**src/rtl/vqbr_pkg.sv**
```systemverilog
// ----------------------------------------------------------------------------
// vqbr_pkg: shared types and constants of the vq block renderer
// Action codes, codebook geometry, and the command and block records that
// pass between the front, the codebook reader and the row emitter.
// ----------------------------------------------------------------------------
package vqbr_pkg;

  localparam int STRIP_BANKS  = 4;
  localparam int BOOK_ENTRIES = 256;
  localparam int CMDQ_DEPTH   = 2;

  localparam int BANK_W  = (STRIP_BANKS > 1) ? $clog2(STRIP_BANKS) : 1;
  localparam int ENTRY_W = $clog2(BOOK_ENTRIES);
  localparam int COLOR_W = 16;
  localparam int ENT_W   = 4 * COLOR_W;
  localparam int FW_W    = 11;
  localparam int POS_W   = 10;
  localparam int ROW_W   = 11;

  // codebook memory address: {book, bank, entry}
  localparam int RAM_AW    = 1 + BANK_W + ENTRY_W;
  localparam int RAM_DEPTH = 1 << RAM_AW;

  localparam logic       BOOK_V4 = 1'b0;
  localparam logic       BOOK_V1 = 1'b1;
  localparam logic [2:0] ACT_STRIP = 3'd0;
  localparam logic [2:0] ACT_LOAD  = 3'd1;
  localparam logic [2:0] ACT_V1    = 3'd2;
  localparam logic [2:0] ACT_V4    = 3'd3;
  localparam logic [2:0] ACT_SKIP  = 3'd4;

  typedef enum logic [1:0] {
    CMD_LOAD = 2'd0,
    CMD_V1   = 2'd1,
    CMD_V4   = 2'd2
  } cmd_kind_t;

  typedef struct packed {
    cmd_kind_t           kind;
    logic                book;
    logic [BANK_W-1:0]   bank;
    logic [ENTRY_W-1:0]  entry;
    logic [ENT_W-1:0]    data;
    logic [31:0]         codes;
    logic [POS_W-1:0]    pos_x;
    logic [POS_W-1:0]    pos_y;
  } cmd_t;

  typedef struct packed {
    logic [3:0][ENT_W-1:0] ent;
    logic [POS_W-1:0]      pos_x;
    logic [POS_W-1:0]      pos_y;
  } blk_t;

endpackage

```
**src/rtl/vqbr_cmdq.sv**
```systemverilog
// ----------------------------------------------------------------------------
// vqbr_cmdq: short command queue between front and codebook reader
// Register-based fifo of CMDQ_DEPTH commands.
// ----------------------------------------------------------------------------
module vqbr_cmdq import vqbr_pkg::*; (
  input  logic clk,
  input  logic rst_n,
  input  logic wr,
  input  cmd_t din,
  output logic q_full,
  input  logic rd,
  output logic q_valid,
  output cmd_t head
);

  localparam int PTR_W = (CMDQ_DEPTH > 1) ? $clog2(CMDQ_DEPTH) : 1;
  localparam int CNT_W = $clog2(CMDQ_DEPTH + 1);

  cmd_t             mem_r [CMDQ_DEPTH];
  logic [PTR_W-1:0] wptr_r, wptr_nxt;
  logic [PTR_W-1:0] rptr_r, rptr_nxt;
  logic [CNT_W-1:0] cnt_r, cnt_nxt;
  logic             do_wr, do_rd;

  assign q_full  = (cnt_r == CNT_W'(CMDQ_DEPTH));
  assign q_valid = (cnt_r != '0);
  assign head    = mem_r[rptr_r];
  assign do_wr   = wr && !q_full;
  assign do_rd   = rd && q_valid;

  always_comb begin
    wptr_nxt = wptr_r;
    rptr_nxt = rptr_r;
    cnt_nxt  = cnt_r;
    if (do_wr) begin
      wptr_nxt = (wptr_r == PTR_W'(CMDQ_DEPTH - 1)) ? '0 : wptr_r + 1'b1;
    end
    if (do_rd) begin
      rptr_nxt = (rptr_r == PTR_W'(CMDQ_DEPTH - 1)) ? '0 : rptr_r + 1'b1;
    end
    if (do_wr && !do_rd) begin
      cnt_nxt = cnt_r + 1'b1;
    end else if (do_rd && !do_wr) begin
      cnt_nxt = cnt_r - 1'b1;
    end
  end

  always_ff @(posedge clk) begin
    if (!rst_n) begin
      wptr_r <= '0;
      rptr_r <= '0;
      cnt_r  <= '0;
    end else begin
      wptr_r <= wptr_nxt;
      rptr_r <= rptr_nxt;
      cnt_r  <= cnt_nxt;
    end
  end

  always_ff @(posedge clk) begin
    if (do_wr) begin
      mem_r[wptr_r] <= din;
    end
  end

endmodule

```
**config.mk**
```make
export PLATFORM = sky130hd
export DESIGN_NAME = vqbr_cmdq
export DESIGN_NICKNAME = d
export VERILOG_FILES = /design/src/rtl/vqbr_pkg.sv /design/src/rtl/vqbr_cmdq.sv
export SDC_FILE = /design/constraint.sdc
export NUM_CORES = 1
export LEC_CHECK = 0
export BUFFER_PORTS_ARGS = -buffer_cell sky130_fd_sc_hd__buf_2
export CAP_MARGIN = 20
export CORE_ASPECT_RATIO = 0.7
export CORE_UTILIZATION = 47
export CTS_BUF_LIST = sky130_fd_sc_hd__clkbuf_16
export DETAILED_ROUTE_END_ITERATION = 10
export PLACE_DENSITY = 0.79
export SLEW_MARGIN = 20
export SYNTH_ARGS = -nofsm -noshare
export SYNTH_HDL_FRONTEND = slang
export SYNTH_SLANG_ARGS = --single-unit
```
**constraint.sdc**
```tcl
create_clock -name clk -period 6.45 [get_ports clk]
set_input_delay 0.3225 -clock clk [delete_from_list [all_inputs] [get_ports clk]]
set_output_delay 0.3225 -clock clk [all_outputs]
set_load 0.005 [all_outputs]
```
==> results.md, run 1 <==
* Antenna cells at 0
* Relative slew slack at 0.273
* Gpl congestion at 0.778
* CP Data Arrival Time at 2840 ps
* Final setup fails at 0
* Leak at slightly below 0.005 uW
* Prevailing post-synth register cell: edfxtp_1
* Worst setup SP type: register
* Worst slew pin tran at 1090 ps
* Kind of end point of the critical path: primary output
* Internal power at 3570 uW
* Most Crowded Layer GR: met2
* Area Overhead vs Synth at 37.4%
* Initial antenna violation count at 0
* Most common cell in the netlist: edfxtp_1
* Top-area cell type share of the netlist area at 0.812
* IO buf count at around 260
* Adder-Cell Fraction of Synth Area at 0.00131
* Post-route ant nets at 0
* Clock Power Share at 0.307
* Simple logic cell fraction of the synthesized area at 0.00603
* Worst vdd ir at around 190 uV
* Post-synthesis cell area at approximately 9500 um2
* Number of synthesized register bits at about 260
* Worst Path Required at between 6000 and 7000 ps
* Fin crit period at roughly 3200 ps
* Via density at 4.84
* Tot Pwr at approximately 4700 uW
* Drt total wl at slightly below 20,000 um
* TritonCTS clock tree: yes
* Hpwl dp at 11,900 um
* Area contributors post-synth: edfxtp_1 81%, mux2_2 15%, dfxtp_1 1.0%
* First-pass GRT wire length at 29,100 um
* Core Rows at 43
* Cell variety after synth at 22
* H-tree Lvls at 1
* Fin nets at 955
* Hold-fix buffers, CTS at 113
* Routed vias at 5,361
* Hold Path Class: in -> reg
* Die area at 20,900 um2
* Post-CTS Resized at 0
* FF-to-FF Start: cnt_r[0]
* Die Ht at between 100 and 150 um
* Worst Hold Path EP: mem_r[1][78]
* CTS Buffer Depth at 3
* Total gr overflow at 0
* Flop2flop setup slack at approximately 3800 ps
* CTS Buf Count at 25
* Total GRT Usage at 0.184
* Core Region at approximately 20,000 um2
* Slew Viols, Final at 0
* Max-Cap Viols at 0
* Sum Neg Setup Slack at 0 ps
* Commonest cells post-synth: 258 x edfxtp_1, 129 x mux2_2, 11 x buf_4
* Clock skew at 5.09 ps
* Boundary Pins at 264
* Sw Share at 0.248
* Met1 GRT Util at 0.215
* Final Hold Fails at 0
* Clk pin slew, worst setup/hold paths at approximately 60 ps
* Crit Path Max Fanout at 80
* Starting Density at 0.481
* WL/cell at 17.9 um
* Net switching power figure at 1180 uW
* Synth Area in Compound Gates at 0.00341
* HP Start: din[78]
* Seq pwr share at 0.474
* First-pass DRT Iterations at 4
* Die width at 172 um
* R2R cell count at 3
* Syn_area_per_cell at around 22 um2
* Clock latency on the worst-skew pair at 500 ps
* Unrepaired setup endpoints after global routing: no
* Seq/Total Area, Yosys at 0.823
* R2r endpoint: mem_r[1][61]
* Multiplexer share of the synthesized area at 0.152
* Post-route clock period utilization at 0.491
* Layout cells sized above 1 at 0.523
* Fmax achieved at 0.316 GHz
* XOR/XNOR Fraction of Synth Area at 0.00275
* Power Dens Cells at approximately 360 nW/um2
* Root Driver: clkbuf_16
* GR Util met2 at 0.324
* Clock net sink count at ~260
* Ys async rst share at 0
* WHS Path Cells at 1
* Met3 Use GR at 0.0577
* Post-CTS setup buffers at 0
* Post-synth top area cell: edfxtp_1
* Synth Instances at 426
* DRC violations left at 0
* Iteration-0 DRC Markers at 362
* Vias in the first global route at 5,723
* Gate power share at 0.219
* EDFF count, synth at 258
* Largest family of logic cells by synthesized area: multiplexers
* Syn nets at 560
* Largest net degree at the start of global routing at 81
* Ys Warns at 0
* Status: finished clean
* Worst setup path category: reg -> out
stage by stage:
stage / instances / util / area [um2] / worst slack [ps] / hold WS (ps)
2_1_floorplan: 426 / - / 9540 / 334 / 421
6_report: 1107 / 0.660 / 13100 / 3280 / 20.2
4_1_cts: 1105 / 0.659 / 13100 / 3250 / 0.0298
3_5_place_dp: 949 / 0.561 / 11100 / 3790 / 501
3_3_place_gp: 949 / 0.561 / 11100 / 3880 / 488
5_1_grt: 1107 / 0.660 / 13100 / 3110 / 1.63
sequential cells by signal, indices dropped and copies added, names as in the netlist, named ones only:
| register | count |
|---|---|
| cnt_r | 2 |
| rptr_r | 1 |
| wptr_r | 1 |
| mem_r | 258 |
layer usage:
metal,vias to the layer above,routed length (um)
li1,2489,-
met1,2612,7970
met2,217,9750
met3,43,1630
met4,0,455
met5,-,0
cell usage in the layout (no fill, tap or decap), drive strengths merged, types with 3 or more instances in the layout:
master / synthesis / routed
mux2: 129 / 129
edfxtp: 258 / 258
clkinvlp: 0 / 3
clkinv: 0 / 8
and2: 3 / 3
dfxtp: 5 / 5
buf: 14 / 267
dlygate4sd3: 0 / 115
bufinv: 0 / 4
inv: 2 / 5
clkbuf: 0 / 25
logic make-up (layout without fill, tap and decap cells):
| family | count (synthesis) | in the layout |
|---|---|---|
| DFF | 263 | 263 |
| muxes | 129 | 129 |
| buffers and inverters | 16 | 427 |
| and+or+nand+nor | 9 | 9 |
| AOI/OAI and AO/OA | 5 | 5 |
| xor gates and xnor gates | 3 | 3 |
| adders and majority gates | 1 | 1 |
worst max-delay path: stages, from the launching register on:
cell	delay (ps)
dfxtp_4	770
buf_4	880
mux2_2	430
buf_2	130
how the worst max path moves through the flow:
stage | from | endpoint | slack [ps] | cells after the start
3_3_place_gp | register | head[80] | 3880 | 3
4_1_cts | register | head[97] | 3250 | 3
2_1_floorplan | cnt_r[0] | mem_r[0][0] | 330 | 3
3_5_place_dp | cnt_r[0] | mem_r[1][83] | 3790 | 3
5_1_grt | register | head[97] | 3110 | 3
6_report | register | head[127] | 3280 | 3
final cells by class:
cell class	count	area [um2]
Timing Repair Buffer	382	2500
Clock inverter	18	191
Clock buffer	25	626
Multi-Input combinational cell	147	1590
Sequential cell	263	7850
Tap cell	270	338
Fill cell	1319	6750
Inverter	2	7.51
power groups by stage:
stage	clock network [uW]	logic, uW	registers [uW]
after global placement	0	953	2270
after floorplan	0	621	2260
after CTS	1490	1040	2250
final	1460	1040	2250
after global routing	1550	1120	2270
after detailed placement	0	978	2290
No activity file was read; power rests on OpenSTA's default activity.
==> run 2: changes to the inputs <==
--- a/config.mk
+++ b/config.mk
@@ -8,10 +8,10 @@
 export BUFFER_PORTS_ARGS = -buffer_cell sky130_fd_sc_hd__buf_2
 export CAP_MARGIN = 20
 export CORE_ASPECT_RATIO = 0.7
-export CORE_UTILIZATION = 47
+export CORE_UTILIZATION = 48
 export CTS_BUF_LIST = sky130_fd_sc_hd__clkbuf_16
 export DETAILED_ROUTE_END_ITERATION = 10
-export PLACE_DENSITY = 0.79
+export PLACE_DENSITY = 0.77
 export SLEW_MARGIN = 20
 export SYNTH_ARGS = -nofsm -noshare
 export SYNTH_HDL_FRONTEND = slang
==> constraint.sdc (replaced) <==
create_clock -name clk -period 3.3 [get_ports clk]
set_input_delay 0.165 -clock clk [delete_from_list [all_inputs] [get_ports clk]]
set_output_delay 0.165 -clock clk [all_outputs]
set_load 0.005 [all_outputs]
==> run 2 against run 1 <==
Global-route usage increased by 0.84 points. Wire length decreased by 0.57%. Setup slack got worse by 2300 ps. Flip-flop and latch count unchanged. Non-clock buffer count increased by 18. Highest routed layer unchanged. Die area decreased by 2.1%. Combinational power increased by 100%. Sequential power increased by 94%. Clock skew decreased by 0.51 ps. Power increased by 98%. Critical endpoint is now head[120]. Register-to-register slack got worse by 2500 ps.
==> results.md, run 2 (synthesis results as in run 1) <==
* Status: finished clean
* R2R cell count at 3
* Hpwl dp at 12,100 um
* Fmax achieved at 0.432 GHz
* TritonCTS clock tree: yes
* CTS Buffer Depth at 3
* Fin nets at 973
* Sw Share at 0.246
* Crit Path Max Fanout at 35
* Max FFs per register at 258
* Slew Viols, Final at 0
* CTS Buf Count at 25
* Critical-path top delay cell: dfxtp_4
* Layout cells sized above 1 at 0.517
* Initial antenna violation count at 0
* Root Driver: clkbuf_16
* Antenna cells at 0
* Largest net degree at the start of global routing at 72
* CP Data Arrival Time at 2150 ps
* IO buf count at 263
* Final setup fails at 0
* Post-CTS setup buffers at 0
* Top delay family on crit path: buffers and inverters
* First-pass DRT Iterations at 4
* Drt total wl at slightly below 20,000 um
* Leading cell type in the layout, fill and taps excluded: buf_2
* Internal power at 7090 uW
* Post-route ant nets at 0
* Post-CTS Resized at 0
* Starting Density at 0.497
* Final Hold Fails at 0
* WL/cell at 17.6 um
* Leak at 0.00503 uW
* Die width at 171 um
* Tot Pwr at 9400 uW
* Gpl congestion at 0.774
* Post-route clock period utilization at 0.702
* Boundary Pins at ~260
* Vias in the first global route at 5,822
* Worst Path Required at 3130 ps
* WHS Path Cells at 3
* Total GRT Usage at 0.192
* Max-Cap Viols at 0
* Relative slew slack at 0.350
* Area Overhead vs Synth at 39.7%
* Largest registers: mem_r: 258 flops, cnt_r: 2 flops
* Cells along the critical path: buf_4 -> mux2_2 -> buf_2
* Fin area at 13,300 um2
* Routed vias at roughly 5,400
* Clock net sink count at between 200 and 300
* Clk pin slew, worst setup/hold paths at about 60 ps
* Max stage delay on crit path at ~600 ps
* Core Region at 19,200 um2
* Worst setup SP type: register
* Worst slew pin tran at 975 ps
* H-tree Lvls at 1
* Critical path depth in cells at 3
* Worst vdd ir at 437 uV
* Clock Power Share at 0.311
* Net switching power figure at 2310 uW
* Hold Path Class: in -> reg
* Via density at 4.83
* Most frequent cells in the layout: 263 x buf_2, 258 x edfxtp_1, 130 x dlygate4sd3_1, 129 x mux2_2, 25 x clkbuf_16
* Fin crit period at 2320 ps
* Die area at 20,500 um2
* Core Rows at 42
* Kind of end point of the critical path: primary output
* DRC violations left at 0
* Die Ht at 120 um
* Clock skew at 4.58 ps
* Largest Register: mem_r
* Seq pwr share at 0.464
* Total gr overflow at 0
* First-pass GRT wire length at 30,300 um
* Worst Path Buf+Inv at 2
* Unrepaired setup endpoints after global routing: no
* DP Area at between 10,000 and 15,000 um2
* Clock latency on the worst-skew pair at 500 ps
* Iteration-0 DRC Markers at 315
* Gate power share at 0.225
* Hold-fix buffers, CTS at 130
* Worst setup path category: reg -> out
* Power Dens Cells at between 700 and 800 nW/um2
==> run 2: area by class of cell <==
class                           count  area, um2
Multi-Input combinational cell    147       1600
Sequential cell                   263       7850
Fill cell                        1195       5850
Clock inverter                     18        215
Clock buffer                       25        626
Timing Repair Buffer              400       2700
Inverter                            2       10.0
Tap cell                          264        330
==> run 2: final timing paths <==
check | startpoint | endpoint | slack, ps
min | wr | wptr_r | 50
max | register | head[120] | 980
max reg2reg | cnt_r[0] | mem_r[1][29] | 1270
min reg2reg | cnt_r[1] | cnt_r[1] | 580
==> run 2: tightest hold or removal path, stage by stage <==
cell and delay, ps:
buf_2 100, a21boi_0 80, o21a_1 160
==> run 2: per-stage QoR <==
stage	setup TNS, ps	instances	utilization	hold WS [ps]	setup WS [ps]
global route	0	1119	0.695	42.0	876
global placement	0	946	0.583	352	1350
floorplan	-100390	426	-	264	-773
finish	0	1119	0.695	52.3	984
CTS	0	1119	0.695	25.0	953
detailed placement	0	946	0.583	356	1260
==> run 2: routing by layer <==
| metal | vias to the layer above | share of wire | wire length, um | global-route usage |
|---|---|---|---|---|
| met5 | - | 0 | 0 | 0 |
| met4 | 0 | 0.022 | 434 | 0.0524 |
| met3 | 32 | 0.075 | 1480 | 0.0508 |
| met2 | 198 | 0.50 | 9800 | 0.343 |
| met1 | 2650 | 0.40 | 7970 | 0.229 |
| li1 | 2523 | - | - | - |
==> run 2: power by group through the flow <==
stage                     clock network (uW)  logic, uW  registers [uW]
after floorplan                            0       1230            4370
after detailed placement                   0       1990            4440
after global placement                     0       1940            4400
after CTS                               2980       2130            4370
final                                   2920       2110            4360
after global routing                    3110       2290            4410
