`config.mk`:
```
export PLATFORM = sky130hd
export DESIGN_NAME = vqbr_rows
export DESIGN_NICKNAME = d
export VERILOG_FILES = /design/src/rtl/vqbr_pkg.sv /design/src/rtl/vqbr_rows.sv
export SDC_FILE = /design/constraint.sdc
export NUM_CORES = 1
export LEC_CHECK = 0
export ABC_AREA = 0
export BUFFER_PORTS_ARGS = -buffer_cell sky130_fd_sc_hd__buf_2
export CAP_MARGIN = 10
export CORE_AREA = 2 2 188 190
export DETAILED_ROUTE_END_ITERATION = 10
export DIE_AREA = 0 0 190 192
export SYNTH_ARGS = -nofsm -noshare
export SYNTH_HDL_FRONTEND = slang
export SYNTH_SLANG_ARGS = --single-unit
```
`constraint.sdc`:
```
create_clock -name clk -period 15.5 [get_ports clk]
set_input_delay 0 -clock clk [delete_from_list [all_inputs] [get_ports clk]]
set_output_delay 0 -clock clk [all_outputs]
set_load 0.005 [all_outputs]
```
`src/rtl/vqbr_pkg.sv`:
```
// ----------------------------------------------------------------------------
// vqbr_pkg: shared types and constants of the vq block renderer
// Action codes, codebook geometry, and the command and block records that
// pass between the front, the codebook reader and the row emitter.
// ----------------------------------------------------------------------------
package vqbr_pkg;

  localparam int STRIP_BANKS  = 4;
  localparam int BOOK_ENTRIES = 256;
  localparam int CMDQ_DEPTH   = 2;

  localparam int BANK_W  = (STRIP_BANKS > 1) ? $clog2(STRIP_BANKS) : 1;
  localparam int ENTRY_W = $clog2(BOOK_ENTRIES);
  localparam int COLOR_W = 16;
  localparam int ENT_W   = 4 * COLOR_W;
  localparam int FW_W    = 11;
  localparam int POS_W   = 10;
  localparam int ROW_W   = 11;

  // codebook memory address: {book, bank, entry}
  localparam int RAM_AW    = 1 + BANK_W + ENTRY_W;
  localparam int RAM_DEPTH = 1 << RAM_AW;

  localparam logic       BOOK_V4 = 1'b0;
  localparam logic       BOOK_V1 = 1'b1;
  localparam logic [2:0] ACT_STRIP = 3'd0;
  localparam logic [2:0] ACT_LOAD  = 3'd1;
  localparam logic [2:0] ACT_V1    = 3'd2;
  localparam logic [2:0] ACT_V4    = 3'd3;
  localparam logic [2:0] ACT_SKIP  = 3'd4;

  typedef enum logic [1:0] {
    CMD_LOAD = 2'd0,
    CMD_V1   = 2'd1,
    CMD_V4   = 2'd2
  } cmd_kind_t;

  typedef struct packed {
    cmd_kind_t           kind;
    logic                book;
    logic [BANK_W-1:0]   bank;
    logic [ENTRY_W-1:0]  entry;
    logic [ENT_W-1:0]    data;
    logic [31:0]         codes;
    logic [POS_W-1:0]    pos_x;
    logic [POS_W-1:0]    pos_y;
  } cmd_t;

  typedef struct packed {
    logic [3:0][ENT_W-1:0] ent;
    logic [POS_W-1:0]      pos_x;
    logic [POS_W-1:0]      pos_y;
  } blk_t;

endpackage

```
`src/rtl/vqbr_rows.sv`:
```
// ----------------------------------------------------------------------------
// vqbr_rows: pixel row emitter
// Holds one gathered block and presents its four rows, one per transaction.
// ----------------------------------------------------------------------------
module vqbr_rows import vqbr_pkg::*; (
  input  logic               clk,
  input  logic               rst_n,
  input  logic               blk_valid,
  input  blk_t               blk,
  output logic               blk_ready,
  output logic               empty,
  input  logic               pop,
  output logic [POS_W-1:0]   out_pos_x,
  output logic [POS_W-1:0]   out_pos_y,
  output logic [COLOR_W-1:0] out_pix0,
  output logic [COLOR_W-1:0] out_pix1,
  output logic [COLOR_W-1:0] out_pix2,
  output logic [COLOR_W-1:0] out_pix3,
  output logic               out_last_row
);

  logic       vld_r, vld_nxt;
  logic [1:0] row_r, row_nxt;
  blk_t       cur_r;
  logic       take, done, load;
  logic [ENT_W-1:0] sel_lo, sel_hi;
  logic [31:0]      w_lo, w_hi;

  assign take      = pop && vld_r;
  assign done      = take && (row_r == 2'd3);
  assign blk_ready = !vld_r || done;
  assign load      = blk_valid && blk_ready;

  always_comb begin
    vld_nxt = vld_r;
    row_nxt = row_r;
    if (load) begin
      vld_nxt = 1'b1;
      row_nxt = 2'd0;
    end else if (done) begin
      vld_nxt = 1'b0;
    end else if (take) begin
      row_nxt = row_r + 2'd1;
    end
  end

  always_ff @(posedge clk) begin
    if (!rst_n) begin
      vld_r <= 1'b0;
      row_r <= 2'd0;
    end else begin
      vld_r <= vld_nxt;
      row_r <= row_nxt;
    end
  end

  always_ff @(posedge clk) begin
    if (load) begin
      cur_r <= blk;
    end
  end

  // upper half of the block from entries 0/1, lower from 2/3
  assign sel_lo = row_r[1] ? cur_r.ent[2] : cur_r.ent[0];
  assign sel_hi = row_r[1] ? cur_r.ent[3] : cur_r.ent[1];
  assign w_lo   = row_r[0] ? sel_lo[63:32] : sel_lo[31:0];
  assign w_hi   = row_r[0] ? sel_hi[63:32] : sel_hi[31:0];

  assign empty        = !vld_r;
  assign out_pos_x    = cur_r.pos_x;
  assign out_pos_y    = cur_r.pos_y + POS_W'(row_r);
  assign out_pix0     = w_lo[15:0];
  assign out_pix1     = w_lo[31:16];
  assign out_pix2     = w_hi[15:0];
  assign out_pix3     = w_hi[31:16];
  assign out_last_row = (row_r == 2'd3);

endmodule

```
==> results.py, run 1 <==
metrics = {
    "clock_network": {
        "cts_buffers": 31,
        "clk_path_buf_depth": 3,
        "cts-hold-fix-buffers": 252,
        "cts-resized-gates": 0,
        "clock_sinks": 279,
        "root_buffer": "clkbuf_16",
        "cts_setup_buffers": 0,
        "htreeDepth": 1,
    },
    "yosys": {
        "yosysUniqueCellTypes": 24,
        "netlist_area_sq_um": 10200,
        "avgSynthCellArea_sq_um": 25.5,
        "synth-seq-area-share_pct": 81.6,
        "ys.warnings.count": 0,
        "synth_nets": 686,
        "ys_seq_elements": 279,
        "syn_inst": 402,
    },
    "run_status": {
        "status": "did not finish",
        "stop_error": "[ERROR RSZ-0060] Max buffer count reached.",
        "haltStage": "clock tree synthesis (4_1_cts)",
    },
    "place": {
        "dp_hpwl_um": 16100,
        "gp_congestion": 0.751,
        "dp_cells": 1203,
        "io_buffers": 366,
        "pre_cts_slack_ns": 11.99,
    },
    "die": {
        "row_count": 68,
        "die_y_um": 192,
        "start_util_pct": 29.9,
        "die_w_um": 190,
        "io-pin-count": 367,
    },
}
Yosys cell counts:
cell	count	area share (%)
mux4_2	64	14
edfxtp_1	276	81
nor2_1	4	0.15
buf_2	7	0.34
nor3_1	1	0.049
a21boi_0	1	0.073
xor2_1	7	0.60
nand3_1	2	0.098
buf_4	11	0.81
buf_6	6	0.66
ha_1	3	0.37
and3_1	3	0.18
nand3b_1	1	0.073
nand2b_1	1	0.061
fa_1	1	0.20
o21ai_0	1	0.049
inv_1	3	0.11
dfxtp_1	3	0.59
xnor2_1	2	0.17
o21a_1	1	0.073
nand2_1	1	0.037
mux2i_1	1	0.098
a21oi_1	1	0.049
and4bb_2	1	0.12
cells by family after synthesis:
| kind of cell | Yosys count | synth area share, % |
|---|---|---|
| compound gates | 4 | 0.244 |
| xor+xnor | 9 | 0.770 |
| fa+ha+maj | 4 | 0.562 |
| buf+inv | 27 | 1.92 |
| flops | 279 | 81.6 |
| mux | 65 | 14.2 |
| simple gates | 14 | 0.770 |
stage by stage:
stage               utilization (%)  area (sq um)
floorplan                         -         10200
global placement               36.5         12500
detailed placement             36.5         12500
==> run 2: changes to the inputs <==
--- a/config.mk
+++ b/config.mk
@@ -8,9 +8,10 @@
 export ABC_AREA = 0
 export BUFFER_PORTS_ARGS = -buffer_cell sky130_fd_sc_hd__buf_2
 export CAP_MARGIN = 10
-export CORE_AREA = 2 2 188 190
+export CORE_AREA = 2 2 230 232
 export DETAILED_ROUTE_END_ITERATION = 10
-export DIE_AREA = 0 0 190 192
+export DIE_AREA = 0 0 232 234
+export PLACE_DENSITY_LB_ADDON = 0.15
 export SYNTH_ARGS = -nofsm -noshare
 export SYNTH_HDL_FRONTEND = slang
 export SYNTH_SLANG_ARGS = --single-unit
==> results.py, run 2 <==
metrics = {
    "clock_network": {
        "cts_setup_buffers": 0,
        "clock_sinks": 279,
        "cts_buffers": 34,
        "cts_tree": "yes",
        "clk_path_buf_depth": 3,
        "clk_pin_slew_ns": 0.06,
        "clkLatencyLatePin_ns": 0.52,
        "root_buffer": "clkbuf_16",
        "htreeDepth": 2,
        "cts-resized-gates": 0,
    },
    "timing": {
        "fin_crit_ns": 3.71,
        "setup_slack_ns": 11.79,
        "setup_violations": 0,
        "slew_viol_final": 0,
        "hold_violations": 0,
        "tightest_slew_ns": 0.930,
        "max_freq_ghz": 0.269,
        "rsz0062_at_grt": "no",
        "period_share_pct": 24.0,
        "finalSetupTns_ns": 0,
        "fin_skew_ns": 0.0116,
        "slew_headroom_pct": 38.0,
    },
    "worst_setup_path": {
        "crit_arrival_ns": 3.85,
        "cp-start-kind": "flip-flop",
        "critPathMaxFanout": 72,
        "regToRegStartpoint": "row_r[1]",
        "crit_start": "row_r[1]",
        "worstPathRequired_ns": 15.64,
        "worst_setup_path_end_kind": "flip-flop",
        "criticalPathCategory": "reg2reg",
    },
    "global_route": {
        "antenna_found_initial": 1,
        "grt_start_max_net_pins": 73,
        "overflow": 0,
        "first_global_vias": 7404,
        "gr-usage-all-layers_pct": 10.1,
        "grt_first_pass_wirelength_um": 42000,
    },
    "yosys": {
        "ys.warnings.count": 0,
        "netlist_area_sq_um": 10200,
        "synth-seq-area-share_pct": 81.6,
        "synth_common_cells": "edfxtp_1, mux4_2, buf_4",
        "avgSynthCellArea_sq_um": 25.5,
        "synth.largest_area_cell": "edfxtp_1",
        "synth_top_area_share_pct": 81.0,
        "syn_inst": 402,
        "synth-edff-count": 276,
        "synth_nets": 686,
        "synth-async-reset-ratio_pct": 0,
        "ys_seq_elements": 279,
        "synth.area.top_cells": "edfxtp_1, mux4_2, buf_4",
        "synth_most_common_cell": "edfxtp_1",
        "ys.flop_type": "edfxtp_1",
        "yosysUniqueCellTypes": 24,
    },
    "routing": {
        "final_antenna_net_count": 0,
        "met1Wirelength_um": 10900,
        "drt_first_iter_violations": 226,
        "drtPass1Iterations": 4,
        "drc": 0,
        "wl_per_cell_um": 15.6,
        "vias": 6444,
        "maxUsedRoutingLayer": "met5",
        "wl_um": 27800,
        "vias_per_cell": 3.62,
        "dr_wl_met3_um": 2110,
        "wl_met2_um": 14200,
    },
    "place": {
        "io_buffers": 366,
        "pre_cts_slack_ns": 11.68,
        "dp_hpwl_um": 18000,
        "dp_cells": 1438,
        "gp_congestion": 0.718,
    },
    "worst_hold_path": {
        "hold_path_class": "in2reg",
        "min_from": "blk[140]",
    },
    "die": {
        "core-area_sq_um": 52000,
        "die_w_um": 232,
        "dieArea_sq_um": 54300,
        "io-pin-count": 367,
        "row_count": 84,
        "start_util_pct": 19.7,
        "die_y_um": 234,
    },
    "layout": {
        "drive_above_1_share_pct": 44.0,
        "n_fill_cell": 5161,
        "num_antenna_cells": 0,
        "final_cells": 1778,
        "largest_reg_flops": 266,
        "areaGrowthSynthToFinish_pct": 62.4,
        "top_register": "cur_r",
        "nNetsFinal": 1351,
        "final_common_cell": "buf_2",
        "layout_common_cells": "buf_2, dlygate4sd3_1, edfxtp_1",
    },
    "pwr": {
        "power_per_cell_area_nw_per_um2": 107,
        "power_w": 0.00179,
        "p_leak_nw": 6.26,
        "peakVddDrop_v": 0.0000615,
    },
    "run_status": {
        "status": "completed",
    },
    "job": {
        "maxCapViolations": 0,
    },
}
-- run 2: cell counts after synthesis --
Identical to the previous run, type by type.
-- run 2: cell families after synthesis --
kind of cell | after synthesis | share of synthesized area [%]
DFF | 279 | 81.6
muxes | 65 | 14.2
buffers and inverters | 27 | 1.92
and+or+nand+nor | 14 | 0.770
xor gates and xnor gates | 9 | 0.770
AOI/OAI and AO/OA | 4 | 0.244
adders and majority gates | 4 | 0.562
-- run 2: metal layers --
layer  GRT usage [%]  up-vias
met5               0        -
met4            3.39        2
met3            3.65       43
met2            17.8      213
met1            11.4     3157
li1                -     3029
-- run 2: repair_timing --
item	4_1_cts	5_1_grt
endpoints found under the setup margin	0	0
endpoints found under the hold margin	286	0
hold buffers	281	0
-- run 2: critical path, cell delays in order (launching register included) --
cell and delay [ns]:
dfxtp_4 0.79, ha_1 0.32, a21boi_0 0.23, nor2_4 0.31
buf_4 0.78, buf_4 0.78
-- run 2: power by group --
group          leakage, nW  internal [W]  switching [W]  total [W]
Combinational         3.11      0.000100      0.0000603   0.000161
Sequential            2.65      0.000881      0.0000124   0.000893
Clock                0.492      0.000434       0.000298   0.000732
-- run 2: metrics by stage --
step | instance area (sq um) | utilization, % | hold WS (ns)
final | 16600 | 32.0 | 0.178
after global routing | 16600 | 32.0 | 0.144
after CTS | 16600 | 32.0 | 0.131
after detailed placement | 12800 | 24.6 | 0.178
after global placement | 12800 | 24.6 | 0.176
after floorplan | 10200 | - | 0.0989
-- run 2: layout make-up --
type	count	area, sq um	area share, %
multi-input combinational	96	1700	10.2
sequential	279	8360	50.2
clock inverter	8	33.8	0.203
timing repair buffer	653	4690	28.2
tap	688	861	5.18
clock buffer	51	978	5.88
inverter	3	11.3	0.0677
-- run 2: final timing paths --
path                      to  slack [ns]  cells after the start
hold / removal    cur_r[140]        0.18                      2
setup reg to reg   cur_r[47]       11.79                      5
setup / recovery   cur_r[47]       11.79                      5
hold reg to reg     row_r[1]        0.65                      3
Note: power is estimated with default switching activity, not from simulation.
==> run 3: changes to the inputs <==
==> constraint.sdc (replaced) <==
create_clock -name clk -period 3.45 [get_ports clk]
set_input_delay 0 -clock clk [delete_from_list [all_inputs] [get_ports clk]]
set_output_delay 0 -clock clk [all_outputs]
set_load 0.005 [all_outputs]
==> results.py, run 3 (synthesis results as in run 2) <==
metrics = {
    "place": {
        "gp_congestion": 0.683,
        "dp_hpwl_um": 18300,
        "pre_cts_slack_ns": 1.33,
        "io_buffers": 366,
        "dp_cells": 1442,
    },
    "clock_network": {
        "htreeDepth": 2,
        "clk_path_buf_depth": 3,
        "cts_buffers": 35,
        "root_buffer": "clkbuf_16",
        "clk_pin_slew_ns": 0.05,
        "cts_tree": "yes",
        "cts_setup_buffers": 0,
        "clock_sinks": 279,
        "clkLatencyLatePin_ns": 0.52,
    },
    "worst_setup_path": {
        "path_cells": "buf_4 -> ha_1 -> fa_1 -> and3_1 -> and3_1 -> xor2_1 -> buf_2",
        "worst_setup_path_end_kind": "output pin",
        "crit_arrival_ns": 2.64,
        "critPathBufInv": 2,
        "cp_common_cell": "and3_1",
        "slowest_stage": "dfxtp_4",
        "worstPathRequired_ns": 3.45,
        "path_delay_family": "adder cells",
        "crit_path_max_incr_delay_ns": 0.41,
        "cp-start-kind": "flip-flop",
        "criticalPathCategory": "reg2out",
        "critPathMaxFanout": 25,
    },
    "timing": {
        "slew_viol_final": 0,
        "fin_crit_ns": 2.64,
        "rsz0062_at_grt": "no",
        "hold_violations": 0,
        "max_freq_ghz": 0.379,
        "period_share_pct": 76.4,
        "tightest_slew_ns": 0.896,
        "slew_headroom_pct": 40.3,
        "setup_violations": 0,
        "setup_slack_ns": 0.813,
        "fin_skew_ns": 0.00618,
    },
    "layout": {
        "final_common_cell": "buf_2",
        "largest_reg_flops": 266,
        "final_cells": 1782,
        "n_fill_cell": 5137,
        "layout_common_cells": "buf_2, dlygate4sd3_1, edfxtp_1",
        "drive_above_1_share_pct": 44.9,
        "fin_util_pct": 32.3,
        "areaGrowthSynthToFinish_pct": 64.4,
        "top_register": "cur_r",
        "num_antenna_cells": 0,
        "nNetsFinal": 1356,
    },
    "global_route": {
        "antenna_found_initial": 1,
        "grt_start_max_net_pins": 117,
        "grt_first_pass_wirelength_um": 41800,
        "gr-usage-all-layers_pct": 10.2,
        "overflow": 0,
        "first_global_vias": 7333,
    },
    "pwr": {
        "power_w": 0.00836,
        "power_per_cell_area_nw_per_um2": 497,
        "p_leak_nw": 6.35,
        "peakVddDrop_v": 0.000317,
    },
    "die": {
        "die_y_um": 234,
        "dieArea_sq_um": 54300,
        "core-area_sq_um": 52000,
        "io-pin-count": 367,
        "start_util_pct": 19.7,
        "die_w_um": 232,
        "row_count": 84,
    },
    "run_status": {
        "status": "completed",
    },
    "worst_hold_path": {
        "hold_path_class": "in2reg",
    },
    "routing": {
        "wl_um": 28200,
        "drt_first_iter_violations": 276,
        "vias": 6480,
        "drc": 0,
        "wl_per_cell_um": 15.8,
        "vias_per_cell": 3.64,
        "drtPass1Iterations": 5,
        "final_antenna_net_count": 0,
    },
    "job": {
        "maxCapViolations": 0,
    },
}
==> run 3: changes by cell type in the layout (fill, tap and decap cells not counted), sizes merged <==
cell | previous run | this run
clkinv | 8 | 13
clkbuf | 51 | 42
buf | 372 | 376
bufinv | 0 | 4
==> run 3: layer usage <==
layer	track usage (%)	up-vias	share of wire [%]
li1	-	3040	-
met1	12.1	3163	40
met2	17.1	218	50
met3	3.26	57	7.1
met4	4.33	2	3.0
met5	0	-	0.057
==> run 3: worst paths after layout <==
kind              slack [ns]     start  depth (start not counted)            to
setup reg to reg        1.48  row_r[1]                          4      row_r[1]
hold reg to reg         0.65  row_r[0]                          2      row_r[0]
hold / removal          0.18    blk[8]                          2      cur_r[8]
setup / recovery        0.81  row_r[0]                          7  out_pos_y[8]
==> run 3: power by group <==
part | switching [W] | internal (W) | total [W] | leakage, nW
sequential | 0.0000480 | 0.00395 | 0.00400 | 2.65
combinational | 0.000283 | 0.000461 | 0.000744 | 3.15
clock | 0.00138 | 0.00223 | 0.00361 | 0.548
total | 0.00171 | 0.00665 | 0.00836 | 6.35
==> run 3: repair_timing <==
item | CTS | global route
hold buffers | 281 | 0
endpoints found under the hold margin | 279 | 0
gates resized for setup | 0 | 0
==> run 3: layout make-up <==
| type | count | area (sq um) | share of cell area, % |
|---|---|---|---|
| sequential | 279 | 8360 | 49.7 |
| timing repair buffer | 657 | 4760 | 28.3 |
| multi-input combinational | 96 | 1720 | 10.2 |
| clock buffer | 42 | 945 | 5.61 |
| tap | 688 | 861 | 5.12 |
| clock inverter | 17 | 174 | 1.03 |
| inverter | 3 | 11.3 | 0.0669 |
==> run 3: per-stage QoR <==
step	hold slack (ns)	cell area (sq um)	TNS (ns)
after floorplan	0.0989	10300	-452.73
after global placement	0.177	12900	0
after detailed placement	0.178	12900	0
after CTS	0.125	16800	0
after global routing	0.147	16800	0
final	0.182	16800	0
