**src/rtl/vqbr_pkg.sv**
```systemverilog
// ----------------------------------------------------------------------------
// vqbr_pkg: shared types and constants of the vq block renderer
// Action codes, codebook geometry, and the command and block records that
// pass between the front, the codebook reader and the row emitter.
// ----------------------------------------------------------------------------
package vqbr_pkg;

  localparam int STRIP_BANKS  = 4;
  localparam int BOOK_ENTRIES = 256;
  localparam int CMDQ_DEPTH   = 2;

  localparam int BANK_W  = (STRIP_BANKS > 1) ? $clog2(STRIP_BANKS) : 1;
  localparam int ENTRY_W = $clog2(BOOK_ENTRIES);
  localparam int COLOR_W = 16;
  localparam int ENT_W   = 4 * COLOR_W;
  localparam int FW_W    = 11;
  localparam int POS_W   = 10;
  localparam int ROW_W   = 11;

  // codebook memory address: {book, bank, entry}
  localparam int RAM_AW    = 1 + BANK_W + ENTRY_W;
  localparam int RAM_DEPTH = 1 << RAM_AW;

  localparam logic       BOOK_V4 = 1'b0;
  localparam logic       BOOK_V1 = 1'b1;
  localparam logic [2:0] ACT_STRIP = 3'd0;
  localparam logic [2:0] ACT_LOAD  = 3'd1;
  localparam logic [2:0] ACT_V1    = 3'd2;
  localparam logic [2:0] ACT_V4    = 3'd3;
  localparam logic [2:0] ACT_SKIP  = 3'd4;

  typedef enum logic [1:0] {
    CMD_LOAD = 2'd0,
    CMD_V1   = 2'd1,
    CMD_V4   = 2'd2
  } cmd_kind_t;

  typedef struct packed {
    cmd_kind_t           kind;
    logic                book;
    logic [BANK_W-1:0]   bank;
    logic [ENTRY_W-1:0]  entry;
    logic [ENT_W-1:0]    data;
    logic [31:0]         codes;
    logic [POS_W-1:0]    pos_x;
    logic [POS_W-1:0]    pos_y;
  } cmd_t;

  typedef struct packed {
    logic [3:0][ENT_W-1:0] ent;
    logic [POS_W-1:0]      pos_x;
    logic [POS_W-1:0]      pos_y;
  } blk_t;

endpackage

```
**src/rtl/vqbr_front.sv**
```systemverilog
// ----------------------------------------------------------------------------
// vqbr_front: transaction intake, cursor and strip bookkeeping
// Updates the cursor, strip bottom and bank per transaction and queues the
// loads and visible blocks for the back end.
// ----------------------------------------------------------------------------
module vqbr_front import vqbr_pkg::*; (
  input  logic              clk,
  input  logic              rst_n,
  input  logic              cfg_we,
  input  logic [FW_W-1:0]   cfg_wdata,
  input  logic              push,
  output logic              full,
  input  logic [2:0]        in_action,
  input  logic [1:0]        in_strip_number,
  input  logic [9:0]        in_strip_height,
  input  logic              in_share_previous,
  input  logic              in_book_select,
  input  logic [7:0]        in_entry_number,
  input  logic [COLOR_W-1:0] in_color_a,
  input  logic [COLOR_W-1:0] in_color_b,
  input  logic [COLOR_W-1:0] in_color_c,
  input  logic [COLOR_W-1:0] in_color_d,
  input  logic [31:0]       in_block_codes,
  output logic              q_push,
  output cmd_t              q_din,
  input  logic              q_full
);

  logic [FW_W-1:0]  frame_width_r, frame_width_nxt;
  logic [POS_W-1:0] col_pos_r, col_pos_nxt;
  logic [ROW_W-1:0] row_pos_r, row_pos_nxt;
  logic [ROW_W-1:0] row_limit_r, row_limit_nxt;
  logic [1:0]       active_bank_r, active_bank_nxt;

  logic             accept;
  logic             visible;
  logic             wrap;
  logic [POS_W:0]   col_inc;
  logic [ROW_W:0]   row_inc;
  logic [ROW_W-1:0] row_adv;
  logic [ROW_W-1:0] lim_base;
  logic [ROW_W:0]   lim_sum;
  logic [1:0]       bank_raw;

  assign full   = q_full;
  assign accept = push && !q_full;

  always_comb begin
    frame_width_nxt = cfg_we ? cfg_wdata : frame_width_r;
    col_pos_nxt     = col_pos_r;
    row_pos_nxt     = row_pos_r;
    row_limit_nxt   = row_limit_r;
    active_bank_nxt = active_bank_r;

    // cursor advance
    col_inc = {1'b0, col_pos_r} + (POS_W + 1)'(4);
    wrap    = (col_inc >= frame_width_r) || col_inc[POS_W];
    row_inc = {1'b0, row_pos_r} + (ROW_W + 1)'(4);
    row_adv = row_inc[ROW_W] ? '1 : row_inc[ROW_W-1:0];
    visible = (row_pos_r < row_limit_r);

    // strip start
    lim_base = (in_strip_number == 2'd0) ? '0 : row_limit_r;
    lim_sum  = {1'b0, lim_base} + (ROW_W + 1)'(in_strip_height);
    bank_raw = (in_strip_number != 2'd0 && in_share_previous) ?
               in_strip_number - 2'd1 : in_strip_number;

    q_push       = 1'b0;
    q_din.kind   = CMD_LOAD;
    q_din.book   = in_book_select;
    q_din.bank   = BANK_W'(active_bank_r);
    q_din.entry  = in_entry_number;
    q_din.data   = {in_color_d, in_color_c, in_color_b, in_color_a};
    q_din.codes  = in_block_codes;
    q_din.pos_x  = col_pos_r;
    q_din.pos_y  = row_pos_r[POS_W-1:0];

    if (accept) begin
      unique case (in_action)
        ACT_STRIP: begin
          if (in_strip_number == 2'd0) begin
            row_pos_nxt = '0;
          end
          row_limit_nxt   = lim_sum[ROW_W] ? '1 : lim_sum[ROW_W-1:0];
          col_pos_nxt     = '0;
          active_bank_nxt = 2'((32'(bank_raw)) % STRIP_BANKS);
        end
        ACT_LOAD: begin
          q_push = 1'b1;
        end
        ACT_V1, ACT_V4: begin
          if (visible) begin
            q_push      = 1'b1;
            q_din.kind  = (in_action == ACT_V1) ? CMD_V1 : CMD_V4;
            col_pos_nxt = wrap ? '0 : col_inc[POS_W-1:0];
            row_pos_nxt = wrap ? row_adv : row_pos_r;
          end
        end
        ACT_SKIP: begin
          if (visible) begin
            col_pos_nxt = wrap ? '0 : col_inc[POS_W-1:0];
            row_pos_nxt = wrap ? row_adv : row_pos_r;
          end
        end
        default: begin
        end
      endcase
    end
  end

  always_ff @(posedge clk) begin
    if (!rst_n) begin
      frame_width_r <= FW_W'(240);
      col_pos_r     <= '0;
      row_pos_r     <= '0;
      row_limit_r   <= '0;
      active_bank_r <= '0;
    end else begin
      frame_width_r <= frame_width_nxt;
      col_pos_r     <= col_pos_nxt;
      row_pos_r     <= row_pos_nxt;
      row_limit_r   <= row_limit_nxt;
      active_bank_r <= active_bank_nxt;
    end
  end

endmodule

```
**config.mk**
```make
export PLATFORM = sky130hd
export DESIGN_NAME = vqbr_front
export DESIGN_NICKNAME = d
export VERILOG_FILES = /design/src/rtl/vqbr_pkg.sv /design/src/rtl/vqbr_front.sv
export SDC_FILE = /design/constraint.sdc
export NUM_CORES = 1
export LEC_CHECK = 0
export BUFFER_PORTS_ARGS = -buffer_cell sky130_fd_sc_hd__buf_2
export CORE_AREA = 2 2 104 106
export CTS_CLUSTER_SIZE = 16
export DETAILED_ROUTE_END_ITERATION = 8
export DIE_AREA = 0 0 106 108
export PLACE_DENSITY = 0.74
export REMOVE_ABC_BUFFERS = 1
export SLEW_MARGIN = 20
export SYNTH_ARGS = -nofsm -noshare
export SYNTH_HDL_FRONTEND = slang
export SYNTH_SLANG_ARGS = --single-unit
export TNS_END_PERCENT = 50
```
**constraint.sdc**
```tcl
create_clock -name clk -period 3.05 [get_ports clk]
set_input_delay 0.1525 -clock clk [delete_from_list [all_inputs] [get_ports clk]]
set_output_delay 0.1525 -clock clk [all_outputs]
set_load 0.02 [all_outputs]
```
==> results of run 1 <==
## final timing paths
check	depth (start not counted)	end	from	slack (ns)
hold reg to reg	1	active_bank_r[0]	active_bank_r[0]	0.51
hold / removal	3	frame_width_r[5]	cfg_wdata[5]	0.09
setup / recovery	12	row_pos_r[3]	col_pos_r[3]	0.21
setup reg to reg	12	row_pos_r[3]	col_pos_r[3]	0.21
## cell usage in the layout (no fill, tap or decap), types with 4 or more instances in the layout
cell      count
a211oi_1      5
a21boi_0      4
a21o_1        7
a21oi_1      21
a31oi_1       9
buf_2        55
buf_4        17
clkbuf_8      5
dfxtp_1      42
ha_1         31
inv_1        30
mux2i_1       8
nand2_1      29
nand2b_1      5
nand3_1      14
nand4_1       4
nor2_1       20
nor2b_1      12
nor3_1       16
nor4_1        5
o211ai_1      5
o21a_1        6
o21ai_0      17
or3_1         4
xnor2_1       8
xor2_1        5
## registers in the layout, indices dropped and copies added, names as in the netlist
name and count:
col_pos_r 8, row_pos_r 10, frame_width_r 11, row_limit_r 11, active_bank_r 2
## synth_stat cells (all sizes together), types with 2 or more instances
library cell,number,area [µm²]
buf,123,910
nor2,20,75.1
nand4b,3,26.3
nor4b,3,26.3
nand4,4,25.0
nand2b,5,31.3
a211oi,6,45.0
clkbuf,8,30.0
or3,6,42.5
nand3,14,70.1
o211ai,6,50.1
o21a,6,45.0
a21o,7,52.6
dfxtp,42,841
or4,2,18.8
nor3,17,90.1
nor4,5,31.3
nand2,29,109
xor2,5,43.8
and3,3,18.8
o21ai,17,85.1
inv,30,113
a21boi,4,30.0
o211a,3,37.5
o2bb2ai,2,17.5
a31oi,9,56.3
nor2b,12,75.1
a21oi,23,119
nor3b,2,15.0
o221ai,2,23.8
a311oi,2,17.5
ha,32,400
mux2i,8,80.1
xnor2,8,70.1
## worst max-delay path: stages, from the launching register on
cell,delay [ns]
dfxtp_1,0.40
ha_2,0.25
and3_1,0.20
nand3_1,0.16
xnor2_1,0.17
ha_1,0.19
a21o_1,0.15
a211o_1,0.31
buf_4,0.16
nor3_2,0.18
buf_4,0.19
nor3_1,0.09
a311oi_1,0.29
## timing repair
action                                  4_1_cts  5_1_grt
hold endpoints to repair                      0        0
resized for setup                             0        4
endpoints found under the setup margin        0       11
## kinds of logic (layout without fill, tap and decap cells)
kind of cell,after synthesis,after routing,share of synthesized area [%]
compound gates,94,94,16.5
other cells,1,2,0.0967
mux,9,9,2.35
flops,42,42,21.7
fa+ha+maj,33,33,10.8
simple gates,132,132,18.5
buf+inv,161,109,27.1
xor+xnor,13,13,2.94
## area by class of cell
type                       count  share of cell area (%)
sequential                    42                    23.3
multi-input combinational    283                    55.6
inverter                      30                    3.12
timing repair buffer          72                    11.2
tap                          136                    4.72
clock buffer                   7                    2.12
## through the flow
step / std cells / hold slack [ns] / area (µm²)
6_report: 570 / 0.0900 / 3610
5_1_grt: 570 / 0.0927 / 3610
4_1_cts: 570 / 0.0879 / 3590
3_5_place_dp: 563 / 0.305 / 3520
3_3_place_gp: 563 / 0.305 / 3520
2_1_floorplan: 355 / 0.251 / 2940
## routing by layer
| metal | wire [µm] | share of wire (%) | up-vias | global-route usage [%] |
|---|---|---|---|---|
| met5 | 154 | 0.73 | - | 10.7 |
| met4 | 2390 | 11 | 6 | 31.7 |
| met3 | 4790 | 23 | 68 | 38.6 |
| met2 | 9670 | 46 | 343 | 61.1 |
| met1 | 4040 | 19 | 1468 | 19.3 |
| li1 | - | - | 1466 | - |
## power by group
part	switching, mW	leakage, nW	internal (mW)
Sequential	0.00875	0.341	0.562
Combinational	0.120	1.22	0.0841
Clock	0.200	0.0383	0.158
==> metrics.md, run 1 <==
| Metric | Value |
|---|---|
| Data arrival, critical path | 3.04 ns |
| Mean Syn Cell Area | 8.00 µm² |
| Hold Path Class | primary input to register |
| Status | complete, no violations |
| Synth cell types | 60 |
| Post-synthesis register bit count | 42 |
| Fraction of registers with async set/reset | 0% |
| GRT Total Usage | 36.4% |
| WL/cell | 36.9 µm |
| EDFF count, synth | 0 |
| Pin count of the biggest net entering global routing | 37 |
| Port bufs | 55 |
| Initial antenna violation count | 0 |
| Final Max Tran Viols | 0 |
| DR pass1 iterations | 4 |
| Layout Utilization | 35.3% |
| Sequential-to-total area share from yosys stat | 21.7% |
| Worst vdd ir | 0.000149 V |
| Final hold vios | 0 |
| Vias per cell | 5.88 |
| CP Launch Type | register |
| Slew HR | 39.8% |
| Ys flop type | dfxtp_1 |
| Multi-input logic area | 0.00201 mm² |
| Worst Setup Path Type | register to register |
| Number of hold buffers added after cts | 0 |
| Worst setup EP type | register |
| TritonCTS clock tree | built |
| CTS Sinks | 42 |
| Fillers | 1085 |
| Total power draw | 1.13 mW |
| Cell count after synthesis | 485 |
| CP Max Fanout | 7 |
| Chip width | 106 µm |
| PD cells | 314 mW/mm² |
| Root buffer cell | clkbuf_8 |
| Part of the cycle the worst path needs | 93.2% |
| Worst-skew pair later-pin latency | 0.29 ns |
| Pre-CTS WS | 0.114 ns |
| Layout cells sized above 1 | 21.0% |
| Pleak | 1.60 nW |
| FMAX | 352 MHz |
| Global-route wire length before repair | 27700 µm |
| CTS buffer count | 5 |
| YS warnings | 0 |
| Drt initial violations | 297 |
| Synthesized area | 0.00388 mm² |
| Buffer count from post-CTS setup fixing | 0 |
| WP data required | 3.25 ns |
| MaxCap Viol Count | 0 |
| DR vias | 3351 |
| Initial core utilization | 37.9% |
| Number of remaining DRC errors | 0 |
| FF/Latch Area | 841 µm² |
| Die height | 108 µm |
| Routability cong. | 1.12 |
| Antenna-violating nets left | 0 |
| Vias in the first global route | 3170 |
| Worst Skew | 0.00375 ns |
| H-Tree Depth | 2 |
| Worst Tran Pin Value | 0.895 ns |
| Final nets | 604 |
| Unrepaired setup endpoints after global routing | no |
| Setup_tns | 0 ns |
| Remaining Overflow, GRT | 0 |
| Synthesis-to-layout area growth | -6.97% |
| Core area | 0.0102 mm² |
| Final setup fails | 0 |
| Die area | 0.0114 mm² |
| Post-DP HPWL | 19000 µm |
| Fin crit period | 2.84 ns |
| Detailed Route WL | 21100 µm |
| Clock buffer depth | 2 |
| Worst setup margin | 0.208 ns |
| Top Ports | 268 |
| # rows | 37 |
| N_diodes | 0 |
| Clock-pin slew on the worst setup and hold paths | 0.08 ns |
Power figures use the tool's default switching activity.
==> run 2: changes to the inputs <==
--- a/config.mk
+++ b/config.mk
@@ -10,7 +10,7 @@
 export CTS_CLUSTER_SIZE = 16
 export DETAILED_ROUTE_END_ITERATION = 8
 export DIE_AREA = 0 0 106 108
-export PLACE_DENSITY = 0.74
+export PLACE_DENSITY_LB_ADDON = 0.05
 export REMOVE_ABC_BUFFERS = 1
 export SLEW_MARGIN = 20
 export SYNTH_ARGS = -nofsm -noshare
==> metrics.md, run 2 (synthesized netlist as in run 1, its figures left out) <==
| Metric | Value |
|---|---|
| Status | complete, no violations |
| Chip width | 106 µm (unchanged) |
| Pleak | 1.61 nW (+0.71%) |
| Multi-input logic area | 0.00200 mm² (-0.12%) |
| Unrepaired setup endpoints after global routing | no |
| Final nets | 604 (unchanged) |
| Fillers | 1123 (+3.5%) |
| Synthesis-to-layout area growth | -6.58% |
| Die height | 108 µm (unchanged) |
| Worst Tran Pin Value | 0.678 ns (-0.217 ns) |
| Part of the cycle the worst path needs | 94.2% (+1.0 points) |
| MaxCap Viol Count | 0 (unchanged) |
| DR vias | 3208 (-4.3%) |
| Fin crit period | 2.87 ns (+0.0317 ns) |
| CP Launch Type | register |
| Final hold vios | 0 (unchanged) |
| Routability cong. | 1.12 (+0.38%) |
| PD cells | 326 mW/mm² (+3.9%) |
| DR pass1 iterations | 7 (+3) |
| Buffer count from post-CTS setup fixing | 0 (unchanged) |
| Vias in the first global route | 3076 (-3.0%) |
| Worst Skew | 0.00770 ns (+0.00395 ns) |
| Commonest non-fill, non-tap cells in the layout | buf_2 (55), dfxtp_1 (42), ha_1 (32) |
| Die area | 0.0114 mm² (unchanged) |
| Drt initial violations | 226 (-24%) |
| Data arrival, critical path | 3.09 ns (+0.05 ns) |
| WL/cell | 37.3 µm (+1.1%) |
| TritonCTS clock tree | built |
| Slew HR | 54.8% (+15 points) |
| FF/Latch Area | 841 µm² (unchanged) |
| Clock buffer depth | 2 (unchanged) |
| Post-DP HPWL | 19200 µm (+0.91%) |
| Final Max Tran Viols | 0 (unchanged) |
| Top flop regs | frame_width_r (11), row_limit_r (11), row_pos_r (10) |
| Worst setup EP type | register |
| Cells after DPL | 563 (unchanged) |
| Port bufs | 55 (unchanged) |
| FMAX | 348 MHz (-1.1%) |
| CTS Sinks | 42 (unchanged) |
| CTS resizes | 0 (unchanged) |
| Core area | 0.0102 mm² (unchanged) |
| Worst vdd ir | 0.000169 V (+13%) |
| Number of remaining DRC errors | 0 (unchanged) |
| Global-route wire length before repair | 27600 µm (-0.42%) |
| Vias per cell | 5.62 (-4.4%) |
| GRT Total Usage | 36.8% (+0.45 points) |
| WP data required | 3.26 ns (about the same) |
| N_diodes | 0 (unchanged) |
| Total power draw | 1.18 mW (+4.3%) |
| # rows | 37 (unchanged) |
| H-Tree Depth | 2 (unchanged) |
| Top Ports | 268 (unchanged) |
| Most common cell after layout, fill and taps aside | buf_2 |
| Clock-pin slew on the worst setup and hold paths | 0.10 ns (+0.02 ns) |
| Non-Filler Instances | 571 (+0.18%) |
| CTS buffer count | 5 (unchanged) |
| HP Start | cfg_wdata[7] |
| Root buffer cell | clkbuf_8 |
| Detailed Route WL | 21300 µm (+1.2%) |
| Initial core utilization | 37.9% (unchanged) |
| Pin count of the biggest net entering global routing | 37 (unchanged) |
| Hold Path Class | primary input to register |
| Worst Setup Path Type | register to register |
| Final setup fails | 0 (unchanged) |
| CP Launch Point | col_pos_r[3] |
| Setup_tns | 0 ns (unchanged) |
| R2r startpoint | col_pos_r[3] |
| Layout Utilization | 35.4% (+0.15 points) |
| Number of hold buffers added after cts | 0 (unchanged) |
| Initial antenna violation count | 0 (unchanged) |
| Antenna-violating nets left | 0 (unchanged) |
| CP Max Fanout | 13 (+6) |
| Worst-skew pair later-pin latency | 0.31 ns (+0.02 ns) |
| Remaining Overflow, GRT | 0 (unchanged) |
| Layout cells sized above 1 | 21.4% (+0.41 points) |
[run 2: changes by cell type in the layout (fill, tap and decap cells not counted), sizes merged]
| cell | previous run | this run |
|---|---|---|
| clkinvlp | 0 | 1 |
| inv | 30 | 31 |
| clkinv | 0 | 1 |
| clkbuf | 7 | 5 |
[run 2: where the power goes]
part | internal [mW] | leakage, nW | switching, mW
Sequential | 0.563 | 0.341 | 0.00870
Combinational | 0.0821 | 1.22 | 0.122
Clock | 0.166 | 0.0447 | 0.242
[run 2: cell type report]
class                      count  area share, %
clock buffer                   5           1.90
clock inverter                 3          0.691
inverter                      30           3.11
multi-input combinational    283           55.3
sequential                    42           23.2
tap                          136           4.70
timing repair buffer          72           11.1
[run 2: through the flow]
stage               hold slack [ns]  cell area (µm²)  setup WS, ns
floorplan                     0.251             2940       0.00382
global placement              0.305             3520        0.0970
detailed placement            0.305             3520         0.105
CTS                          0.0436             3610        0.0498
global route                 0.0513             3620        0.0379
finish                       0.0467             3620         0.177
[run 2: layer usage]
| layer | track usage [%] | up-vias | routed length, µm |
|---|---|---|---|
| met2 | 62.4 | 296 | 9960 |
| met5 | 6.70 | - | 102 |
| met1 | 19.7 | 1387 | 4220 |
| met4 | 31.8 | 4 | 2270 |
| li1 | - | 1457 | - |
| met3 | 38.8 | 64 | 4770 |
[run 2: critical path, stage by stage, from the launching register on]
cell      delay [ns]
dfxtp_1         0.41
ha_1            0.20
and3_1          0.20
nand3_1         0.17
xnor2_1         0.17
ha_1            0.19
a21o_1          0.15
a211o_1         0.35
or3_4           0.48
and4_1          0.21
a211oi_1        0.24
[run 2: worst paths after layout]
check / depth (start not counted) / to / slack (ns)
min reg2reg: 1 / active_bank_r[1] / 0.51
min: 3 / frame_width_r[7] / 0.05
max: 10 / row_pos_r[7] / 0.18
max reg2reg: 10 / row_pos_r[7] / 0.18
==> run 3: changes to the inputs <==
--- a/config.mk
+++ b/config.mk
@@ -10,7 +10,7 @@
 export CTS_CLUSTER_SIZE = 16
 export DETAILED_ROUTE_END_ITERATION = 8
 export DIE_AREA = 0 0 106 108
-export PLACE_DENSITY_LB_ADDON = 0.05
+export PLACE_DENSITY = 0.72
 export REMOVE_ABC_BUFFERS = 1
 export SLEW_MARGIN = 20
 export SYNTH_ARGS = -nofsm -noshare
==> metrics.md, run 3 (synthesized netlist as in run 1, its figures left out) <==
| Metric | Value |
|---|---|
| Status | complete, no violations |
| Layout Utilization | 35.3% (-0.16 points) |
| R2R cell count | 10 (unchanged) |
| Pin count of the biggest net entering global routing | 37 (unchanged) |
| Worst-skew pair later-pin latency | 0.31 ns (about the same) |
| Pleak | 1.59 nW (-1.0%) |
| DR pass1 iterations | 5 (-2) |
| Layout cells sized above 1 | 20.4% (-0.96 points) |
| Worst Setup Path Type | register to register |
| Part of the cycle the worst path needs | 93.5% (-0.70 points) |
| PD cells | 346 mW/mm² (+5.8%) |
| Buffer count from post-CTS setup fixing | 0 (unchanged) |
| Vias per cell | 5.79 (+3.0%) |
| Clock-pin slew on the worst setup and hold paths | 0.10 ns (about the same) |
| Post-DP HPWL | 18900 µm (-1.4%) |
| Vias in the first global route | 3172 (+3.1%) |
| Hold Path Class | primary input to register |
| Die height | 108 µm (unchanged) |
| CP Max Fanout | 13 (unchanged) |
| Detailed Route WL | 21100 µm (-0.93%) |
| R2r startpoint | col_pos_r[2] |
| Routability cong. | 1.16 (+3.3%) |
| CTS buffer count | 5 (unchanged) |
| N_diodes | 0 (unchanged) |
| Synthesis-to-layout area growth | -7.00% |
| Core area | 0.0102 mm² (unchanged) |
| Hold path depth | 3 (unchanged) |
| # rows | 37 (unchanged) |
| Die area | 0.0114 mm² (unchanged) |
| Worst vdd ir | 0.000169 V (-0.25%) |
| Worst Skew | 0.0103 ns (+0.00255 ns) |
| Clock buffer depth | 2 (unchanged) |
| Final setup fails | 0 (unchanged) |
| CP Launch Type | register |
| Number of hold buffers added after cts | 0 (unchanged) |
| Unrepaired setup endpoints after global routing | no |
| Antenna-violating nets left | 0 (unchanged) |
| WP data required | 3.28 ns (+0.02 ns) |
| GRT Total Usage | 36.3% (-0.51 points) |
| FF-to-FF End | col_pos_r[7] |
| Initial antenna violation count | 0 (unchanged) |
| Most frequent CP cell | ha_1 |
| FMAX | 351 MHz (+0.74%) |
| DR vias | 3281 (+2.3%) |
| Worst Tran Pin Value | 0.677 ns (-0.000739 ns) |
| Fin crit period | 2.85 ns (-0.0212 ns) |
| Worst setup EP type | register |
| Remaining Overflow, GRT | 0 (unchanged) |
| CTS resizes | 1 (+1) |
| Global-route wire length before repair | 27600 µm (-0.20%) |
| Port bufs | 55 (unchanged) |
| Number of remaining DRC errors | 0 (unchanged) |
| R2r setup slk | 0.20 ns (+0.02 ns) |
| HP Start | cfg_wdata[7] |
| Data arrival, critical path | 3.08 ns (about the same) |
| Chip width | 106 µm (unchanged) |
| Top Ports | 268 (unchanged) |
| TritonCTS clock tree | built |
| Slew HR | 54.8% (about the same) |
| Max stage delay on crit path | 0.48 ns (about the same) |
| Final hold vios | 0 (unchanged) |
| Setup_tns | 0 ns (unchanged) |
| Final nets | 600 (-0.66%) |
| CP max-delay cell | or3_4 |
| H-Tree Depth | 2 (unchanged) |
| Initial core utilization | 37.9% (unchanged) |
| Commonest non-fill, non-tap cells in the layout | buf_2 (55), dfxtp_1 (42), ha_1 (32) |
| CP Cell Sequence | ha_1 -> and3_1 -> nand3_1 -> xnor2_1 -> ha_1 -> a21o_1 -> a211o_1 -> or3_4 -> or3_1 -> o221ai_1 |
| WL/cell | 37.2 µm (-0.23%) |
| Drt initial violations | 313 (+38%) |
| Most common cell after layout, fill and taps aside | buf_2 |
| Final Max Tran Viols | 0 (unchanged) |
| Hold endpoint | frame_width_r[7] |
| CTS Sinks | 42 (unchanged) |
| Top flop regs | frame_width_r (11), row_limit_r (11), row_pos_r (10) |
| Root buffer cell | clkbuf_8 |
| MaxCap Viol Count | 0 (unchanged) |
## run 3: power breakdown
part	switching, mW	internal, mW
Sequential	0.00900	0.562
Clock	0.228	0.245
Combinational	0.120	0.0819
Total	0.357	0.889
## run 3: area by class of cell
cell class	instances	area [µm²]
clock buffers	6	72.6
clock inverters	2	37.5
fillers	1076	6620
inverters	30	113
multi-input cells	283	2000
flip-flops and latches	42	841
well taps	136	170
repair buffers	68	373
## run 3: stage by stage
| stage | setup slack (ns) | area [µm²] | power (mW) | hold slack [ns] | instances |
|---|---|---|---|---|---|
| final | 0.198 | 3610 | 1.25 | 0.0584 | 567 |
| after global routing | 0.00416 | 3610 | 1.29 | 0.0784 | 567 |
| after CTS | 0.150 | 3600 | 1.24 | 0.0608 | 567 |
| after detailed placement | 0.0333 | 3490 | 0.780 | 0.305 | 559 |
| after global placement | 0.151 | 3490 | 0.773 | 0.305 | 559 |
| after floorplan | 0.00382 | 2940 | 0.701 | 0.251 | 355 |
## run 3: critical path: cells and delay by family, from the launching register on
kind,cells,cell delay [ns]
AOI/OAI and AO/OA,3,0.58
xor gates and xnor gates,1,0.18
adders and majority gates,2,0.38
DFF,1,0.42
and+or+nand+nor,4,1.21
## run 3: worst max-delay path by stage
stage,startpoint,end,slack (ns),cells after the start
final,col_pos_r[2],col_pos_r[7],0.20,10
after global routing,col_pos_r[4],col_pos_r[7],0.004,10
after CTS,col_pos_r[2],row_pos_r[0],0.15,11
after detailed placement,col_pos_r[2],row_pos_r[7],0.03,9
after floorplan,col_pos_r[4],col_pos_r[7],0.004,10
after global placement,col_pos_r[2],col_pos_r[7],0.15,9
## run 3: layer usage
layer / up-vias / share of wire, % / track usage (%)
met5: - / 0.81 / 12.1
met4: 4 / 11 / 31.2
met3: 79 / 23 / 39.1
met2: 332 / 46 / 60.6
met1: 1408 / 19 / 19.3
li1: 1458 / - / -
